### config.mk
export PLATFORM = sky130hd
export DESIGN_NAME = lsk_out_stage
export DESIGN_NICKNAME = d
export VERILOG_FILES = /design/src/hw/rtl/lsk_pkg.sv /design/src/hw/rtl/lsk_out_stage.sv
export SDC_FILE = /design/constraint.sdc
export NUM_CORES = 1
export LEC_CHECK = 0
export BUFFER_PORTS_ARGS = -buffer_cell sky130_fd_sc_hd__buf_2
export CORE_MARGIN = 2
export CORE_UTILIZATION = 30
export DETAILED_ROUTE_END_ITERATION = 12
export SLEW_MARGIN = 5
export SYNTH_ARGS = -nofsm -noshare
export SYNTH_HDL_FRONTEND = slang
export SYNTH_SLANG_ARGS = --single-unit
### constraint.sdc
create_clock -name clk -period 1.05 [get_ports clk]
set_clock_uncertainty 0.1 [all_clocks]
set_input_delay 0.1575 -clock clk [delete_from_list [all_inputs] [get_ports clk]]
set_output_delay 0.1575 -clock clk [all_outputs]
set_load 0.03 [all_outputs]
### src/hw/rtl/lsk_pkg.sv
// shared types and fixed widths for the longest-sum-k sliding window unit
// no dependencies; used by the top level, the output stage and the checker
`default_nettype none

package lsk_pkg;

  localparam int unsigned LEN_BITS    = 11;
  localparam int unsigned TARGET_BITS = 32;
  localparam int unsigned TOTAL_BITS  = 33;

  typedef struct packed {
    logic [LEN_BITS-1:0] longest_length;
    logic                window_overflow;
  } result_t;

endpackage

`default_nettype wire

### src/hw/rtl/lsk_out_stage.sv
// result register between the window sequencer and the out_ channel
// depends on lsk_pkg (result_t)
`default_nettype none

module lsk_out_stage (
  input  wire logic                       clk,
  input  wire logic                       rst_n,
  input  wire logic                       load,
  input  wire lsk_pkg::result_t           load_data,
  output logic                            free,
  output logic                            out_valid,
  input  wire logic                       out_ready,
  output logic [lsk_pkg::LEN_BITS-1:0]    out_longest_length,
  output logic                            out_window_overflow
);

  logic             valid_r;
  lsk_pkg::result_t data_r;

  // slot can take a new result when empty or being drained this cycle
  assign free = !valid_r || out_ready;

  always_ff @(posedge clk) begin
    if (!rst_n) begin
      valid_r <= 1'b0;
    end else if (load) begin
      valid_r <= 1'b1;
    end else if (out_ready) begin
      valid_r <= 1'b0;
    end
  end

  always_ff @(posedge clk) begin
    if (load) begin
      data_r <= load_data;
    end
  end

  assign out_valid           = valid_r;
  assign out_longest_length  = data_r.longest_length;
  assign out_window_overflow = data_r.window_overflow;

endmodule

`default_nettype wire

==> results of run 1 <==
-- final cells by class --
cell class | instances | area share [%]
repair buffers | 42 | 43.9
multi-input cells | 2 | 3.08
inverters | 1 | 0.462
flip-flops and latches | 13 | 47.0
clock buffers | 4 | 3.24
well taps | 15 | 2.31
-- how the worst max path moves through the flow --
stage	slack (ns)	start	endpoint
floorplan	0.07	out_valid	out_valid
global placement	0.21	load	out_longest_length[5]
detailed placement	0.20	load	out_longest_length[5]
CTS	-0.03	out_longest_length[0]	out_longest_length[0]
global route	-0.05	out_valid	free
finish	-0.01	out_valid	free
-- flip-flops by register name (all words and copies together) (netlist names) --
signal / flops
out_valid: 1
out_window_overflow: 1
out_longest_length: 11
-- routing by layer --
metal / global-route usage, % / vias up / share of wire, % / wire length [µm]
met3: 4.35 / 2 / 10 / 71
met4: 10.0 / 0 / 1.1 / 8
li1: - / 152 / - / -
met2: 14.1 / 17 / 50 / 354
met5: 0 / - / 0 / 0
met1: 10.5 / 121 / 38 / 270
-- worst max-delay path: cells and delay by family, from the launching register on --
| kind | cells | cell delay (ns) |
|---|---|---|
| buf+inv | 1 | 0.13 |
| flops | 1 | 0.35 |
| simple gates | 1 | 0.06 |
-- report_power, final --
part / switching (mW) / total [mW] / internal, mW
Sequential: 0.0177 / 0.628 / 0.610
Combinational: 0.119 / 0.247 / 0.128
Clock: 0.142 / 0.289 / 0.147
Total: 0.279 / 1.16 / 0.885
-- cell usage after synthesis --
cell type | n | share of area, %
a21boi_2 | 1 | 2.8
dfxtp_1 | 1 | 4.9
edfxtp_1 | 12 | 88
inv_1 | 1 | 0.92
nand2b_4 | 1 | 3.4
-- cells by family (layout without fill, tap and decap cells) --
family / count (synthesis) / after routing / share of synthesized area [%]
DFF: 13 / 13 / 93.0
AOI/OAI and AO/OA: 1 / 1 / 2.75
buffers and inverters: 1 / 47 / 0.917
and+or+nand+nor: 1 / 1 / 3.36
-- per-stage QoR --
| stage | std cells | power, mW | hold WS, ns | instance area (µm²) |
|---|---|---|---|---|
| 2_1_floorplan | 16 | 0.728 | 0.156 | 409 |
| 3_3_place_gp | 60 | 0.794 | 0.235 | 573 |
| 3_5_place_dp | 60 | 0.797 | 0.236 | 573 |
| 4_1_cts | 76 | 1.18 | 0.00827 | 805 |
| 5_1_grt | 77 | 1.22 | 0.0285 | 812 |
| 6_report | 77 | 1.16 | 0.0202 | 812 |
-- repair_timing --
action | in CTS | in global routing
setup endpoints to repair | 14 | 14
resized for setup | 28 | 0
setup buffers | 0 | 1
endpoints found under the hold margin | 12 | 0
hold buffers | 12 | 0
==> metrics.md, run 1 <==
| Metric | Value |
|---|---|
| RSZ-0062 raised after global routing | `yes` |
| Data required, critical path | `0.79 ns` |
| Detailed-route via count | `292` |
| Root Driver | `clkbuf_4` |
| Clock sink total | `13` |
| Least-Margin Pin Slew | `0.269 ns` |
| CP Class | `flip-flop to output port` |
| Slew Limit Headroom | `82.1%` |
| Fmax | `0.944 GHz` |
| Port Buf Inserts | `29` |
| Max-Cap Viols | `0` |
| Max Root-Sink Buffers | `2` |
| Min-delay src | `rst_n` |
| WP data arrival | `0.80 ns` |
| CTS tree | `yes` |
| Tot GR Track Use | `9.90%` |
| Startpoint Class | `flip-flop` |
| Synth Warn # | `0` |
| Initial Utilization | `31.8%` |
| CP max-delay cell | `dfxtp_2` |
| Core ar. | `1280 µm²` |
| Period utilisation layout | `101%` |
| Final slew viol count | `0` |
| First-pass GRT wire length | `972 µm` |
| Multi-input logic area | `25.0 µm²` |
| Total Wirelength | `705 µm` |
| Period minus WS final | `1.06 ns` |
| Cell Area, Synth | `409 µm²` |
| Violated checks | `setup timing` |
| R2R setup slack | `0.24 ns` |
| FF-to-FF End | `out_valid` |
| Pre-Repair DR Iteration Count | `1` |
| Overflow left after global routing | `0` |
| Clock transition at path regs | `0.07 ns` |
| Pre-CTS setup slack | `0.199 ns` |
| Largest stage delay on the critical path | `0.35 ns` |
| RePlAce Congestion | `0.523` |
| Mapped Nets | `32` |
| Syn Inst Count | `16` |
| Residual DRC | `0` |
| Setup Total Neg Slack | `-0.0423 ns` |
| Latest clock arrival within the worst-skew pair | `0.26 ns` |
| Die H | `40.9 µm` |
| Final setup viols | `7` |
| Ant diodes | `0` |
| Syn_area_per_cell | `25.6 µm²` |
| CP cell instances | `nand2b_4 > buf_6` |
| Detailed Route Iter0 Violations | `0` |
| Worst setup margin | `-0.00958 ns` |
| Cts bufs inserted | `3` |
| Row count | `13` |
| Fraction of layout cells with a size suffix above 1 | `58.1%` |
| Yosys reg bits | `13` |
| Die area | `1680 µm²` |
| Area Growth Syn to Fin | `98.5%` |
| Fin. Hold Viols | `0` |
| Endpoint, Worst Hold | `out_valid` |
| IR drop worst, VDD | `731 µV` |
| PwrDens | `1430 nW/µm²` |
| Cells on worst reg2reg path | `3` |
| Utilization after layout | `63.2%` |
| Hold depth | `2` |
| CP Max Fanout | `2` |
| Crit Reg-Reg Startpoint | `out_valid` |
| Layout Nets | `79` |
| Avg WL per Cell | `9.16 µm` |
| Fillers | `101` |
| Initial antenna violation count | `0` |
| Sequential cell area fraction in the yosys report | `93.0%` |
| Endpoint type of the worst setup path | `output port` |
| Number of global-route vias before repair | `240` |
| # IOs | `30` |
| Netlist cell types | `5` |
| Routed Antenna Nets | `0` |
| DR vias/cell | `3.79` |
| Static leakage | `0.354 nW` |
| Most frequent cells in the layout | `buf_2, buf_6, dlygate4sd3_1, edfxtp_1, clkbuf_4` |
| Die W | `40.9 µm` |
| Most common cell after layout, fill and taps aside | `buf_2` |
| H-tree depth | `1` |
| Register Area | `382 µm²` |
| Status | `finished, violations left` |
| Worst min path class | `input pin to flip-flop` |
| Largest net degree at the start of global routing | `14` |
Note: power is estimated with default switching activity, not from simulation.
==> run 2: changes to the inputs <==
Settings changed: CELL_PAD_IN_SITES_DETAIL_PLACEMENT set to 1, CELL_PAD_IN_SITES_GLOBAL_PLACEMENT set to 1, PLACE_DENSITY_LB_ADDON set to 0.1, TNS_END_PERCENT set to 30.
==> run 2 against run 1 <==
Effect of this change:
- the flow still finishes with violations (setup timing)
- worst hold slack got worse by 0.0036 ns
- maximum frequency decreased by 3.0%
- setup slack got worse by 0.033 ns
==> metrics.md, run 2 (synthesis gave the netlist of run 1 again) <==
| Metric | Value |
|---|---|
| Status | `finished, violations left` |
| Violated checks | `setup timing` |
| Ant diodes | `0 (unchanged)` |
| Die H | `40.9 µm (unchanged)` |
| Residual DRC | `0 (unchanged)` |
| Port Buf Inserts | `29 (unchanged)` |
| Setup Total Neg Slack | `-0.312 ns (-0.270 ns)` |
| Detailed Route Iter0 Violations | `6 (+6)` |
| Startpoint Class | `flip-flop` |
| Worst min path class | `input pin to flip-flop` |
| Final setup viols | `13 (+6)` |
| CP Class | `flip-flop to output port` |
| Overflow left after global routing | `0 (unchanged)` |
| First-pass GRT wire length | `1440 µm (+48%)` |
| Initial Utilization | `31.8% (unchanged)` |
| Most common cell after layout, fill and taps aside | `buf_2` |
| Latest clock arrival within the worst-skew pair | `0.27 ns (about the same)` |
| Crit Reg-Reg Startpoint | `out_valid` |
| RSZ-0062 raised after global routing | `yes` |
| Core ar. | `1280 µm² (unchanged)` |
| Dpl cells | `60 (unchanged)` |
| H-tree depth | `1 (unchanged)` |
| Period utilisation layout | `104% (+3.1 points)` |
| Data required, critical path | `0.79 ns (about the same)` |
| Clk pwr share | `26.0% (+1.2 points)` |
| Row count | `13 (unchanged)` |
| Detailed-route via count | `312 (+6.8%)` |
| Worst setup margin | `-0.0421 ns (-0.0325 ns)` |
| Cells on worst reg2reg path | `2 (-1)` |
| Layout Nets | `78 (-1.3%)` |
| Overall power | `1.19 mW (+2.1%)` |
| Min-delay src | `rst_n` |
| Most frequent cells in the layout | `buf_2, buf_6, dlygate4sd3_1, edfxtp_1, clkbuf_4` |
| Fmax | `0.916 GHz (-3.0%)` |
| Clock sink total | `13 (unchanged)` |
| R2R setup slack | `0.34 ns (+0.10 ns)` |
| IR drop worst, VDD | `905 µV (+24%)` |
| Endpoint type of the worst setup path | `output port` |
| Fraction of layout cells with a size suffix above 1 | `57.4% (-0.69 points)` |
| Least-Margin Pin Slew | `0.280 ns (+0.0107 ns)` |
| Pre-Repair DR Iteration Count | `3 (+2)` |
| Utilization after layout | `62.9% (-0.29 points)` |
| Clock transition at path regs | `0.07 ns (about the same)` |
| Avg WL per Cell | `12.2 µm (+33%)` |
| Largest net degree at the start of global routing | `14 (unchanged)` |
| Internal cell power | `0.885 mW (about the same)` |
| Max FFs per register | `11 (unchanged)` |
| # Post-CTS Setup Buffers | `0 (unchanged)` |
| Total Wirelength | `926 µm (+31%)` |
| Max Root-Sink Buffers | `2 (unchanged)` |
| RePlAce Congestion | `0.558 (+6.6%)` |
| WP data arrival | `0.83 ns (+0.03 ns)` |
| FF-to-FF End | `out_valid` |
| Tot GR Track Use | `15.2% (+5.3 points)` |
| Root Driver | `clkbuf_4` |
| Hold depth | `2 (unchanged)` |
| Hold WS | `0.0166 ns (-0.00363 ns)` |
| Seq pwr share | `53.0% (-1.0 points)` |
| Routed Antenna Nets | `0 (unchanged)` |
| WL met2 | `525 µm (+48%)` |
| Initial antenna violation count | `0 (unchanged)` |
| Slew Limit Headroom | `81.3% (-0.71 points)` |
| Fin cells | `76 (-1.3%)` |
| Sw Pwr | `0.303 mW (+8.6%)` |
| DR top layer | `met4` |
| Switching share of power | `25.5% (+1.5 points)` |
| Die W | `40.9 µm (unchanged)` |
| Cts bufs inserted | `3 (unchanged)` |
| # IOs | `30 (unchanged)` |
| DR WL met3 | `72 µm (+1.4%)` |
| Combinational power share | `21.0% (-0.2 points)` |
| Endpoint, Worst Hold | `out_valid` |
| Max-Cap Viols | `0 (unchanged)` |
| CTS tree | `yes` |
| Static leakage | `0.351 nW (-0.94%)` |
| CP Max Fanout | `2 (unchanged)` |
| Number of global-route vias before repair | `342 (+43%)` |
| Routed met1 length | `307 µm (+14%)` |
| Final slew viol count | `0 (unchanged)` |
| Fillers | `126 (+25%)` |
| DR vias/cell | `4.11 (+8.3%)` |
| Fin. Hold Viols | `0 (unchanged)` |
| Die area | `1680 µm² (unchanged)` |
| Area Growth Syn to Fin | `97.6%` |
| Period minus WS final | `1.09 ns (+0.0325 ns)` |
| PwrDens | `1470 nW/µm² (+2.6%)` |
run 2: changes by cell type in the layout (fill, tap and decap cells not counted), sizes merged:
cell	before	now
buf	30	29
run 2: cell type report:
type / instances / area [µm²] / area share, %
Inverter: 1 / 3.75 / 0.464
Clock buffer: 4 / 26.3 / 3.25
Sequential cell: 13 / 382 / 47.2
Multi-Input combinational cell: 2 / 25.0 / 3.10
Tap cell: 15 / 18.8 / 2.32
Timing Repair Buffer: 41 / 353 / 43.7
run 2: timing repair:
action,CTS,global route
resized for setup,29,0
endpoints found under the hold margin,12,0
setup endpoints to repair,14,14
hold buffers,12,0
run 2: worst max-delay path by stage:
| stage | cells past startpoint | startpoint | slack [ns] | end |
|---|---|---|---|---|
| after floorplan | 2 | out_valid | 0.07 | out_valid |
| after global placement | 2 | out_valid | 0.22 | free |
| after detailed placement | 1 | load | 0.20 | out_longest_length[10] |
| after CTS | 1 | out_longest_length[4] | -0.05 | out_longest_length[4] |
| after global routing | 1 | out_longest_length[8] | -0.08 | out_longest_length[8] |
| final | 2 | out_valid | -0.04 | free |
run 2: worst max-delay path, cell delays in order (launching register included):
cell,delay [ns]
dfxtp_2,0.36
nand2b_4,0.06
buf_6,0.13
run 2: power groups by stage:
stage	Sequential [mW]	Clock, mW	Combinational (mW)
floorplan	0.716	0	0.0113
global placement	0.630	0	0.165
detailed placement	0.632	0	0.169
CTS	0.632	0.310	0.250
global route	0.635	0.345	0.265
finish	0.630	0.309	0.250
run 2: routing by layer:
| layer | vias to the layer above | global-route usage, % |
|---|---|---|
| li1 | 151 | - |
| met1 | 138 | 12.8 |
| met2 | 20 | 27.0 |
| met3 | 3 | 6.52 |
| met4 | 0 | 12.5 |
| met5 | - | 0 |
run 2: stage by stage:
| step | worst slack, ns | instance area, µm² |
|---|---|---|
| after floorplan | 0.0693 | 409 |
| after global placement | 0.215 | 573 |
| after detailed placement | 0.197 | 573 |
| after CTS | -0.0542 | 808 |
| after global routing | -0.0847 | 808 |
| final | -0.0421 | 808 |
